[config.mk]
export PLATFORM = sky130hd
export DESIGN_NAME = quad_batcher_texture_slots
export DESIGN_NICKNAME = d
export VERILOG_FILES = /design/src/design/qbts_pkg.sv /design/src/design/qbts_fifo.sv /design/src/design/qbts_front.sv /design/src/design/qbts_back.sv /design/src/design/quad_batcher_texture_slots.sv
export SDC_FILE = /design/constraint.sdc
export NUM_CORES = 2
export LEC_CHECK = 0
export ABC_AREA = 1
export CORE_MARGIN = 3
export CORE_UTILIZATION = 55
export DETAILED_ROUTE_END_ITERATION = 7
export DONT_BUFFER_PORTS = 1
export PLACE_DENSITY = 0.73
export SKIP_LAST_GASP = 1
export SYNTH_ARGS = -nofsm -noshare
export SYNTH_HDL_FRONTEND = slang
export SYNTH_SLANG_ARGS = --single-unit
[constraint.sdc]
create_clock -name i_clk -period 25.5 [get_ports i_clk]
set_input_delay 3.825 -clock i_clk [delete_from_list [all_inputs] [get_ports i_clk]]
set_output_delay 3.825 -clock i_clk [all_outputs]
set_load 0.05 [all_outputs]
[src/design/qbts_pkg.sv]
`timescale 1ns / 1ps
`default_nettype none
// ----------------------------------------------------------------------------
// qbts_pkg: shared types and constants of the quad batcher
// Field layouts of the stream payloads, the internal job record and the
// pixel rounding and saturating depth add helpers used by the front end.
// ----------------------------------------------------------------------------
package qbts_pkg;

    localparam int MAX_QUADS  = 256;
    localparam int TEX_SLOTS  = 8;
    localparam int SLOT_W     = 3;   // slot index width (output field)
    localparam int SLOT_CNT_W = 4;   // slot count, holds TEX_SLOTS itself
    localparam int QCNT_W     = 9;   // quad count, holds MAX_QUADS itself
    localparam int CORNERS    = 4;
    localparam int CORNER_W   = 2;
    localparam int FIFO_DEPTH = 2;
    localparam int FIFO_AW    = 1;

    localparam int CFG_IDX_W   = 2;
    localparam int CFG_DATA_W  = 16;
    localparam int IN_TDATA_W  = 232;
    localparam int OUT_TDATA_W = 184;

    localparam logic [CFG_IDX_W-1:0] REG_SCREEN_HEIGHT = 2'd0;
    localparam logic [CFG_IDX_W-1:0] REG_DEPTH_START   = 2'd1;
    localparam logic [CFG_IDX_W-1:0] REG_DEPTH_STEP    = 2'd2;

    localparam logic [12:0]        SCREEN_HEIGHT_RST = 13'd1080;
    localparam logic signed [15:0] DEPTH_START_RST   = 16'sh7FFF;
    localparam logic signed [15:0] DEPTH_STEP_RST    = -16'sd1;

    typedef enum logic [1:0] {
        KIND_VERTEX     = 2'd0,
        KIND_DRAW       = 2'd1,
        KIND_FULL_QUADS = 2'd2,
        KIND_FULL_SLOTS = 2'd3
    } t_kind;

    typedef enum logic [0:0] {
        CMD_ADD   = 1'b0,
        CMD_FLUSH = 1'b1
    } t_cmd;

    // input payload, last field in the lowest bits
    typedef struct packed {
        logic [63:0]        rgba;
        logic signed [15:0] tex_v_bottom;
        logic signed [15:0] tex_u_right;
        logic signed [15:0] tex_v_top;
        logic signed [15:0] tex_u_left;
        logic signed [17:0] rect_bottom;
        logic signed [17:0] rect_right;
        logic signed [17:0] rect_top;
        logic signed [17:0] rect_left;
        logic [31:0]        texture_id;
    } t_in_data;

    // result payload, last field in the lowest bits
    typedef struct packed {
        logic [8:0]         quads_in_batch;
        logic [31:0]        slot_texture;
        logic [63:0]        color_out;
        logic [SLOT_W-1:0]  slot;
        logic signed [15:0] vertex_v;
        logic signed [15:0] vertex_u;
        logic signed [15:0] depth;
        logic signed [13:0] vertex_y;
        logic signed [13:0] vertex_x;
    } t_result;

    // one classified item as it waits between front and back end
    typedef struct packed {
        t_kind              kind;
        logic               last;
        logic signed [13:0] x0;
        logic signed [13:0] x1;
        logic signed [13:0] y0;
        logic signed [13:0] y1;
        logic signed [15:0] depth;
        logic signed [15:0] u0;
        logic signed [15:0] u1;
        logic signed [15:0] v0;
        logic signed [15:0] v1;
        logic [SLOT_W-1:0]  slot;
        logic [63:0]        color;
        logic [31:0]        stex;
        logic [QCNT_W-1:0]  quads;
    } t_job;

    // floor(v / 16), saturated to signed 14 bits
    function automatic logic signed [13:0] px_round(input logic signed [20:0] v);
        logic signed [20:0] q;
        q = v >>> 4;
        if (q > 21'sd8191) begin
            return 14'sd8191;
        end else if (q < -21'sd8192) begin
            return -14'sd8192;
        end
        return q[13:0];
    endfunction

    function automatic logic signed [15:0] sat16_add(input logic signed [15:0] a,
                                                     input logic signed [15:0] b);
        logic signed [16:0] s;
        s = {a[15], a} + {b[15], b};
        if (s > 17'sd32767) begin
            return 16'sh7FFF;
        end else if (s < -17'sd32768) begin
            return 16'sh8000;
        end
        return s[15:0];
    endfunction

endpackage
`default_nettype wire

[src/design/qbts_fifo.sv]
`timescale 1ns / 1ps
`default_nettype none
// ----------------------------------------------------------------------------
// qbts_fifo: job queue between front and back end
// Small register queue; decouples classification from result expansion.
// ----------------------------------------------------------------------------
module qbts_fifo (
    input  wire logic              i_clk,
    input  wire logic              i_rst_n,
    input  wire logic              i_push,
    input  qbts_pkg::t_job         i_wdata,
    output logic                   o_full,
    input  wire logic              i_pop,
    output qbts_pkg::t_job         o_rdata,
    output logic                   o_empty
);
    import qbts_pkg::*;

    t_job                 r_mem [FIFO_DEPTH];
    logic [FIFO_AW-1:0]   r_wptr;
    logic [FIFO_AW-1:0]   r_rptr;
    logic [FIFO_AW:0]     r_count;

    assign o_full  = (r_count == (FIFO_AW+1)'(FIFO_DEPTH));
    assign o_empty = (r_count == '0);
    assign o_rdata = r_mem[r_rptr];

    always_ff @(posedge i_clk) begin
        if (i_push) begin
            r_mem[r_wptr] <= i_wdata;
        end
    end

    always_ff @(posedge i_clk) begin
        if (!i_rst_n) begin
            r_wptr  <= '0;
            r_rptr  <= '0;
            r_count <= '0;
        end else begin
            if (i_push) begin
                r_wptr <= r_wptr + 1'b1;
            end
            if (i_pop) begin
                r_rptr <= r_rptr + 1'b1;
            end
            case ({i_push, i_pop})
                2'b10:   r_count <= r_count + 1'b1;
                2'b01:   r_count <= r_count - 1'b1;
                default: r_count <= r_count;
            endcase
        end
    end

    a_no_overflow: assert property (@(posedge i_clk) disable iff (!i_rst_n)
        i_push |-> !o_full) else $error("job queue written while full");
    a_no_underflow: assert property (@(posedge i_clk) disable iff (!i_rst_n)
        i_pop |-> !o_empty) else $error("job queue read while empty");

endmodule
`default_nettype wire

[src/design/qbts_front.sv]
`timescale 1ns / 1ps
`default_nettype none
// ----------------------------------------------------------------------------
// qbts_front: command intake, slot lookup and batch state
// Accepts add and flush commands, owns the slot table, counters, running
// depth and configuration, and queues one job per result group.
// ----------------------------------------------------------------------------
module qbts_front (
    input  wire logic                              i_clk,
    input  wire logic                              i_rst_n,
    input  wire logic                              i_cfg_we,
    input  wire logic [qbts_pkg::CFG_IDX_W-1:0]    i_cfg_index,
    input  wire logic [qbts_pkg::CFG_DATA_W-1:0]   i_cfg_data,
    input  wire logic                              i_valid,
    output logic                                   o_ready,
    input  wire logic                              i_cmd,
    input  qbts_pkg::t_in_data                     i_data,
    output logic                                   o_push,
    output qbts_pkg::t_job                         o_job,
    input  wire logic                              i_full
);
    import qbts_pkg::*;

    typedef enum logic [1:0] {
        ST_IDLE  = 2'b01,
        ST_FLUSH = 2'b10
    } t_front_state;

    t_front_state            r_state, n_state;
    logic [12:0]             r_screen_height;
    logic signed [15:0]      r_depth_start;
    logic signed [15:0]      r_depth_step;
    logic signed [15:0]      r_depth, n_depth;
    logic [QCNT_W-1:0]       r_quad_count, n_quad_count;
    logic [SLOT_CNT_W-1:0]   r_slots_used, n_slots_used;
    logic [SLOT_W-1:0]       r_fidx, n_fidx;
    logic [31:0]             r_slot_table [TEX_SLOTS];

    logic                    w_accept;
    logic                    w_hit;
    logic [SLOT_W-1:0]       w_hit_slot;
    logic                    w_tab_we;
    logic [SLOT_W-1:0]       w_tab_idx;
    logic                    w_flush_last;
    logic signed [20:0]      w_h16;

    assign o_ready  = (r_state == ST_IDLE) && !i_full;
    assign w_accept = o_ready && i_valid;
    assign w_h16    = $signed({4'b0000, r_screen_height, 4'b0000});
    assign w_flush_last = ({1'b0, r_fidx} + 1'b1) == r_slots_used;
    assign w_tab_idx    = r_slots_used[SLOT_W-1:0];

    // match against occupied slots, lowest slot wins
    always_comb begin
        w_hit      = 1'b0;
        w_hit_slot = '0;
        for (int i = TEX_SLOTS - 1; i >= 0; i--) begin
            if ((SLOT_CNT_W'(i) < r_slots_used) && (r_slot_table[i] == i_data.texture_id)) begin
                w_hit      = 1'b1;
                w_hit_slot = SLOT_W'(i);
            end
        end
    end

    always_comb begin
        n_state      = r_state;
        n_depth      = r_depth;
        n_quad_count = r_quad_count;
        n_slots_used = r_slots_used;
        n_fidx       = r_fidx;
        o_push       = 1'b0;
        o_job        = '0;
        w_tab_we     = 1'b0;
        case (r_state)
            ST_IDLE: begin
                if (w_accept) begin
                    if (i_cmd == CMD_FLUSH) begin
                        // empty flush: drop silently
                        if (r_quad_count != '0) begin
                            n_state = ST_FLUSH;
                            n_fidx  = '0;
                        end
                    end else if (r_quad_count >= QCNT_W'(MAX_QUADS)) begin
                        o_push      = 1'b1;
                        o_job.kind  = KIND_FULL_QUADS;
                        o_job.last  = 1'b1;
                    end else if (!w_hit && (r_slots_used >= SLOT_CNT_W'(TEX_SLOTS))) begin
                        o_push      = 1'b1;
                        o_job.kind  = KIND_FULL_SLOTS;
                        o_job.last  = 1'b1;
                    end else begin
                        o_push      = 1'b1;
                        o_job.kind  = KIND_VERTEX;
                        o_job.last  = 1'b1;
                        o_job.x0    = px_round(21'(i_data.rect_left) + 21'sd8);
                        o_job.x1    = px_round(21'(i_data.rect_right) + 21'sd8);
                        o_job.y0    = px_round(w_h16 - 21'(i_data.rect_top) - 21'sd8);
                        o_job.y1    = px_round(w_h16 - 21'(i_data.rect_bottom) - 21'sd8);
                        o_job.depth = r_depth;
                        o_job.u0    = i_data.tex_u_left;
                        o_job.u1    = i_data.tex_u_right;
                        o_job.v0    = i_data.tex_v_top;
                        o_job.v1    = i_data.tex_v_bottom;
                        o_job.slot  = w_hit ? w_hit_slot : w_tab_idx;
                        o_job.color = i_data.rgba;
                        if (!w_hit) begin
                            w_tab_we     = 1'b1;
                            n_slots_used = r_slots_used + 1'b1;
                        end
                        n_quad_count = r_quad_count + 1'b1;
                        n_depth      = sat16_add(r_depth, r_depth_step);
                    end
                end
            end
            ST_FLUSH: begin
                if (!i_full) begin
                    o_push      = 1'b1;
                    o_job.kind  = KIND_DRAW;
                    o_job.last  = w_flush_last;
                    o_job.slot  = r_fidx;
                    o_job.stex  = r_slot_table[r_fidx];
                    o_job.quads = r_quad_count;
                    if (w_flush_last) begin
                        n_state      = ST_IDLE;
                        n_quad_count = '0;
                        n_slots_used = '0;
                        n_depth      = r_depth_start;
                    end else begin
                        n_fidx = r_fidx + 1'b1;
                    end
                end
            end
            default: begin
                n_state = ST_IDLE;
            end
        endcase
    end

    always_ff @(posedge i_clk) begin
        if (w_tab_we) begin
            r_slot_table[w_tab_idx] <= i_data.texture_id;
        end
    end

    always_ff @(posedge i_clk) begin
        if (!i_rst_n) begin
            r_state         <= ST_IDLE;
            r_screen_height <= SCREEN_HEIGHT_RST;
            r_depth_start   <= DEPTH_START_RST;
            r_depth_step    <= DEPTH_STEP_RST;
            r_depth         <= DEPTH_START_RST;
            r_quad_count    <= '0;
            r_slots_used    <= '0;
            r_fidx          <= '0;
        end else begin
            r_state      <= n_state;
            r_depth      <= n_depth;
            r_quad_count <= n_quad_count;
            r_slots_used <= n_slots_used;
            r_fidx       <= n_fidx;
            if (i_cfg_we) begin
                case (i_cfg_index)
                    REG_SCREEN_HEIGHT: r_screen_height <= i_cfg_data[12:0];
                    REG_DEPTH_START:   r_depth_start   <= $signed(i_cfg_data);
                    REG_DEPTH_STEP:    r_depth_step    <= $signed(i_cfg_data);
                    default:           r_depth_step    <= r_depth_step;
                endcase
            end
        end
    end

    a_slots_bound: assert property (@(posedge i_clk) disable iff (!i_rst_n)
        r_slots_used <= SLOT_CNT_W'(TEX_SLOTS)) else $error("slot count overran table");
    a_empty_batch: assert property (@(posedge i_clk) disable iff (!i_rst_n)
        (r_quad_count == '0) |-> (r_slots_used == '0))
        else $error("slots held by an empty batch");
    a_flush_index: assert property (@(posedge i_clk) disable iff (!i_rst_n)
        (r_state == ST_FLUSH) |-> ({1'b0, r_fidx} < r_slots_used))
        else $error("flush walked past occupied slots");

endmodule
`default_nettype wire

[src/design/qbts_back.sv]
`timescale 1ns / 1ps
`default_nettype none
// ----------------------------------------------------------------------------
// qbts_back: result expansion and output register
// Pops one job at a time, expands an add into four corners and drives the
// registered result stream.
// ----------------------------------------------------------------------------
module qbts_back (
    input  wire logic        i_clk,
    input  wire logic        i_rst_n,
    input  qbts_pkg::t_job   i_job,
    input  wire logic        i_empty,
    output logic             o_pop,
    output logic             o_tvalid,
    input  wire logic        i_tready,
    output qbts_pkg::t_result o_tdata,
    output qbts_pkg::t_kind  o_tuser,
    output logic             o_tlast
);
    import qbts_pkg::*;

    t_job                r_job;
    logic                r_busy;
    logic [CORNER_W-1:0] r_k;
    logic                r_ovalid;
    t_result             r_odata;
    t_kind               r_okind;
    logic                r_olast;

    logic                w_emit;
    logic                w_fin;
    logic                w_last_corner;
    logic                w_left;
    logic                w_top;
    t_result             w_res;

    assign w_last_corner = (r_k == CORNER_W'(CORNERS - 1));
    assign w_emit = r_busy && (!r_ovalid || i_tready);
    assign w_fin  = w_emit && ((r_job.kind != KIND_VERTEX) || w_last_corner);
    assign o_pop  = !i_empty && (!r_busy || w_fin);

    // corner order: top-left, top-right, bottom-right, bottom-left
    assign w_left = (r_k == 2'd0) || (r_k == 2'd3);
    assign w_top  = (r_k == 2'd0) || (r_k == 2'd1);

    always_comb begin
        w_res                = '0;
        w_res.vertex_x       = w_left ? r_job.x0 : r_job.x1;
        w_res.vertex_y       = w_top  ? r_job.y0 : r_job.y1;
        w_res.vertex_u       = w_left ? r_job.u0 : r_job.u1;
        w_res.vertex_v       = w_top  ? r_job.v0 : r_job.v1;
        w_res.depth          = r_job.depth;
        w_res.slot           = r_job.slot;
        w_res.color_out      = r_job.color;
        w_res.slot_texture   = r_job.stex;
        w_res.quads_in_batch = r_job.quads;
    end

    always_ff @(posedge i_clk) begin
        if (o_pop) begin
            r_job <= i_job;
        end
        if (w_emit) begin
            r_odata <= w_res;
            r_okind <= r_job.kind;
            r_olast <= (r_job.kind == KIND_VERTEX) ? w_last_corner : r_job.last;
        end
    end

    always_ff @(posedge i_clk) begin
        if (!i_rst_n) begin
            r_busy   <= 1'b0;
            r_k      <= '0;
            r_ovalid <= 1'b0;
        end else begin
            if (o_pop) begin
                r_busy <= 1'b1;
                r_k    <= '0;
            end else begin
                if (w_fin) begin
                    r_busy <= 1'b0;
                end
                // advance the corner only for vertex jobs; it wraps after the last
                if (w_emit && (r_job.kind == KIND_VERTEX)) begin
                    r_k <= r_k + 1'b1;
                end
            end
            if (w_emit) begin
                r_ovalid <= 1'b1;
            end else if (i_tready) begin
                r_ovalid <= 1'b0;
            end
        end
    end

    assign o_tvalid = r_ovalid;
    assign o_tdata  = r_odata;
    assign o_tuser  = r_okind;
    assign o_tlast  = r_olast;

    a_corner_only_vertex: assert property (@(posedge i_clk) disable iff (!i_rst_n)
        (r_k != '0) |-> (r_busy && (r_job.kind == KIND_VERTEX)))
        else $error("corner count advanced outside a vertex job");

endmodule
`default_nettype wire

[src/design/quad_batcher_texture_slots.sv]
`timescale 1ns / 1ps
`default_nettype none
// ----------------------------------------------------------------------------
// quad_batcher_texture_slots: textured quad batcher with texture slot table
// Turns add commands into four corner vertices, or one reject when the batch
// is full, and flush commands into one draw entry per occupied texture slot.
// ----------------------------------------------------------------------------
//
//  port group | dir | carries
//  -----------+-----+--------------------------------------------------------
//  s_axis_*   | in  | commands: tuser = cmd, tdata = rectangle fields
//  m_axis_*   | out | results:  tuser = kind, tdata = vertex / draw fields,
//             |     |           tlast = final result of one command
//  i_cfg_*    | in  | register writes: screen height, depth start, depth step
//
// Flow: an add leaves as four result transfers, one corner per cycle from the
// back end while m_axis_tready is held high. A flush occupies the front end
// while it walks the slot table, one occupied slot (1 to 8) per cycle while
// the job queue has room.
// Reset: synchronous, active low; clears counters and reloads default
// registers. The slot table holds no reset value and needs no clearing.
// Stalls: a two-entry job queue sits between front and back end; the front
// end keeps taking commands while results wait on m_axis_tready, until the
// queue fills. An empty flush yields nothing.
//
module quad_batcher_texture_slots (
    input  wire logic                                 i_clk,
    input  wire logic                                 i_rst_n,
    // configuration writes
    input  wire logic                                 i_cfg_we,
    input  wire logic [qbts_pkg::CFG_IDX_W-1:0]       i_cfg_index,
    input  wire logic [qbts_pkg::CFG_DATA_W-1:0]      i_cfg_data,
    // command stream
    input  wire logic                                 s_axis_tvalid,
    output logic                                      s_axis_tready,
    // tdata, low bit up: texture_id, rect_left, rect_top, rect_right,
    // rect_bottom, tex_u_left, tex_v_top, tex_u_right, tex_v_bottom, rgba
    input  wire logic [qbts_pkg::IN_TDATA_W-1:0]      s_axis_tdata,
    // tuser: cmd
    input  wire logic                                 s_axis_tuser,
    // result stream
    output logic                                      m_axis_tvalid,
    input  wire logic                                 m_axis_tready,
    // tdata, low bit up: vertex_x, vertex_y, depth, vertex_u, vertex_v, slot,
    // color_out, slot_texture, quads_in_batch
    output logic [qbts_pkg::OUT_TDATA_W-1:0]          m_axis_tdata,
    // tuser: kind
    output logic [1:0]                                m_axis_tuser,
    output logic                                      m_axis_tlast
);
    import qbts_pkg::*;

    t_in_data w_in_data;
    t_job     w_push_job;
    t_job     w_pop_job;
    logic     w_push;
    logic     w_pop;
    logic     w_full;
    logic     w_empty;
    t_result  w_out_data;
    t_kind    w_out_kind;

    assign w_in_data = t_in_data'(s_axis_tdata);

    // front end: classify commands, track batch state, queue jobs
    qbts_front u_front (
        .i_clk       (i_clk),
        .i_rst_n     (i_rst_n),
        .i_cfg_we    (i_cfg_we),
        .i_cfg_index (i_cfg_index),
        .i_cfg_data  (i_cfg_data),
        .i_valid     (s_axis_tvalid),
        .o_ready     (s_axis_tready),
        .i_cmd       (s_axis_tuser),
        .i_data      (w_in_data),
        .o_push      (w_push),
        .o_job       (w_push_job),
        .i_full      (w_full)
    );

    // hold classified jobs so either side may stall on its own
    qbts_fifo u_fifo (
        .i_clk   (i_clk),
        .i_rst_n (i_rst_n),
        .i_push  (w_push),
        .i_wdata (w_push_job),
        .o_full  (w_full),
        .i_pop   (w_pop),
        .o_rdata (w_pop_job),
        .o_empty (w_empty)
    );

    // back end: expand jobs into result transfers
    qbts_back u_back (
        .i_clk    (i_clk),
        .i_rst_n  (i_rst_n),
        .i_job    (w_pop_job),
        .i_empty  (w_empty),
        .o_pop    (w_pop),
        .o_tvalid (m_axis_tvalid),
        .i_tready (m_axis_tready),
        .o_tdata  (w_out_data),
        .o_tuser  (w_out_kind),
        .o_tlast  (m_axis_tlast)
    );

    assign m_axis_tdata = OUT_TDATA_W'(w_out_data);
    assign m_axis_tuser = 2'(w_out_kind);

endmodule
`default_nettype wire

==> results.cfg <==
[power_and_ir_drop]
power_leakage_nw = 24.20
power.total_mw = 6.467
ir_drop_v = 0.0001007
power_density_mw_per_mm2 = 104.7

[hold_path]
hold_depth = 0
hold_path_class = reg2reg
hold_start = u_back.r_job[1]
holdPathEnd = u_back.o_tdata[176]

[timing]
slew_viol_final = 0
final_hold_viol_count = 0
setup_ws_ns = 19.01
max_freq_ghz = 0.1540
clock_skew_ns = 0.03268
max_slew_margin_pct = 11.33
fin_hold_ws_ns = 0.4127
period_needed_ns = 6.493
setup_tns_ns = 0
setup_viol = 0
period_share_pct = 25.46
tightestPinTransition_ns = 1.321
rsz0062_at_grt = no

[synth]
synth_warnings = 0
synth_area_per_cell_um2 = 10.76
synth-edff-count = 1184
syn_nets = 5560
yosys.area.top_type = edfxtp_1
yosys-top-cells-area = edfxtp_1, nand2_1, nor2_1
synth_area_mm2 = 0.05614
synth_seq_cells = 1274
synthArstFlopShare_pct = 0
synth-seq-area-share_pct = 66.54
synth.distinct_cells = 65
syn_inst = 5218
yosys_most_used_dff = edfxtp_1
synth_top_area_share_pct = 63.33

[clock_tree]
clk_latency_ns = 0.74
cts_root_buffer = clkbuf_16
cts_max_path_buffers = 3
clk_pin_slew_ns = 0.06
post_cts_resized = 0
cts_hold_buf = 0
cts.sinks = 1274
post_cts_buffers = 0
tritoncts = done
htreeDepth = 4
numCtsBuffers = 134

[placed_design]
routabilityCongestion = 1.006
portBuffers = 0
place_area_mm2 = 0.05728
dp_hpwl_um = 103700
dp_slack_ns = 18.22

[grt]
grt_pass1_wl_um = 224400
grt_util_met1_pct = 38.78
grt.busiest_layer = met2
antenna_found_initial = 17
met2_usage_pct = 43.60
grt_max_degree = 186
grt-ovfl-total = 0
grt_use_total_pct = 28.39
met3_usage_pct = 6.283
grt_pass1_vias = 35840

[routing]
vias = 37710
antenna_left = 0
wl_per_cell_um = 23.00
drcViolationCount = 0
vias_per_cell = 5.650
drt-pass1-iter-count = 6
routed_wl_um = 153500
drt_iter0_drc = 4096

[critical_path]
rrSetupSlack_ns = 20.41
critical-path-top-delay-family = simple AND/OR/NAND/NOR gates
cp-startpoint = s_axis_tdata[7]
path_max_fanout = 90
crit_buf_inv = 1
arrival_ns = 7.00
worst_path_largest_cell_delay_ns = 0.45
critPathMostFrequentCell = nand2_1
worstPathCellList = xnor2_1 -> nand2_1 -> nor3_1 -> nand3_1 -> nand2_1 -> nor2_4 -> nand3_4 -> nand2_8 -> inv_2 -> nand2_1 -> nor2_1
crit_slowest_cell = xnor2_1
required_ns = 26.01
rr_startpoint = u_front.r_state[1]
worstSetupEndpointType = register
critPathLaunchType = input pin
crit_type = in2reg
r2r-end = u_fifo.r_mem[0][75]
r2r_cells = 12

[finish]
final_area_mm2 = 0.06176
layout-drive-gt1-share_pct = 7.054
fin_nets = 5532
syn_to_final_growth_pct = 10.01

[floorplan]
io_pins = 445
die_h_um = 325.5
dieArea_mm2 = 0.1059
die_w_um = 325.5
row_count = 116
coreArea_mm2 = 0.1007
initial_core_util_pct = 55.74

[flow_run]
cap_violations = 0

[outcome]
status = finished, final reports clean
==> cells in the final DEF (no fill, tap or decap), types with 30 or more instances in the layout <==
master / Yosys / layout
a21oi_1: 175 / 175
a31oi_1: 39 / 39
buf_4: 26 / 33
clkbuf_16: 0 / 135
dfxtp_1: 90 / 87
edfxtp_1: 1184 / 1184
ha_1: 85 / 85
inv_1: 486 / 483
mux2_2: 30 / 30
nand2_1: 1490 / 1490
nand3_1: 115 / 115
nand4_1: 60 / 60
nor2_1: 553 / 544
nor3_1: 43 / 39
o211ai_1: 32 / 32
o21ai_0: 242 / 242
xnor2_1: 76 / 76
xor2_1: 123 / 123
==> how the worst max path moves through the flow <==
| stage | cells past startpoint | end | slack (ns) |
|---|---|---|---|
| global route | 8 | u_fifo.r_mem[1][72] | 18.84 |
| CTS | 8 | u_fifo.r_mem[0][72] | 19.01 |
| detailed placement | 8 | u_fifo.r_mem[0][68] | 18.22 |
| floorplan | 6 | u_fifo.r_mem[1][0] | 10.09 |
| finish | 11 | u_fifo.r_mem[1][200] | 19.01 |
| global placement | 8 | u_fifo.r_mem[1][68] | 18.27 |
==> cells by family (layout without fill, tap and decap cells) <==
logic type	Yosys count	in the layout	share of synthesized area [%]
other	0	16	0
xor gates and xnor gates	201	201	3.162
DFF	1274	1274	66.54
muxes	30	30	0.6017
adders and majority gates	86	86	1.930
and+or+nand+nor	2355	2355	16.99
buffers and inverters	716	800	5.253
AOI/OAI and AO/OA	556	556	5.527
==> cells in the mapped netlist, types with 5 or more instances <==
cell type,number
a311oi_1,8
a31oi_1,39
o21ai_1,7
inv_2,21
nor4_1,12
o2111ai_1,5
clkinv_1,5
buf_6,15
clkbuf_1,121
buf_4,26
edfxtp_1,1184
or2_1,6
xor2_1,123
xnor2_1,76
mux2_2,30
o21ai_0,242
nand4_1,60
inv_1,486
nand3b_1,7
nor2_1,553
dfxtp_1,90
ha_1,85
nor3_1,43
o22ai_1,12
nand2_2,18
nand3_1,115
buf_2,26
nor3b_1,18
o211ai_1,32
nor4b_1,5
a21oi_1,175
a21oi_2,10
nand2_1,1490
buf_1,12
==> registers in the layout (all words and copies together) (netlist names), 2 cells and up, named ones only <==
name and flops:
u_back.o_tdata 184, u_back.o_tuser 2, u_back.r_job 247, u_back.r_k 2, u_fifo.r_count 2, u_fifo.r_mem 494, u_front.r_depth 16, u_front.r_depth_start 16
u_front.r_depth_step 16, u_front.r_fidx 3, u_front.r_quad_count 9, u_front.r_screen_height 13, u_front.r_slot_table 256, u_front.r_slots_used 4, u_front.r_state 2
==> metal layers <==
layer | share of wire [%] | vias up
met5 | 0.0059 | -
met4 | 4.9 | 2
met3 | 9.3 | 347
met2 | 45 | 1820
met1 | 40 | 18070
li1 | - | 17480
==> metrics by stage <==
| stage | cells | utilization (%) |
|---|---|---|
| 2_1_floorplan | 5218 | - |
| 3_3_place_gp | 6411 | 56.87 |
| 3_5_place_dp | 6411 | 56.87 |
| 4_1_cts | 6659 | 61.28 |
| 5_1_grt | 6671 | 61.31 |
| 6_report | 6675 | 61.32 |
==> power breakdown <==
group	internal (mW)	leakage (nW)	switching (mW)	total, mW
combinational	0.285	10.3	0.855	1.14
clock	1.13	2.15	0.828	1.95
sequential	2.95	11.7	0.425	3.37
total	4.36	24.2	2.11	6.47
==> cell type report <==
| class | count | area (µm²) |
|---|---|---|
| repair buffers | 37 | 327.8 |
| well taps | 1357 | 1698 |
| diodes | 16 | 40.04 |
| clock buffers | 156 | 3477 |
| inverters | 515 | 1956 |
| flip-flops and latches | 1274 | 37360 |
| clock inverters | 92 | 959.7 |
| multi-input cells | 3228 | 15940 |
| fillers | 8054 | 38960 |
Power figures use the tool's default switching activity.
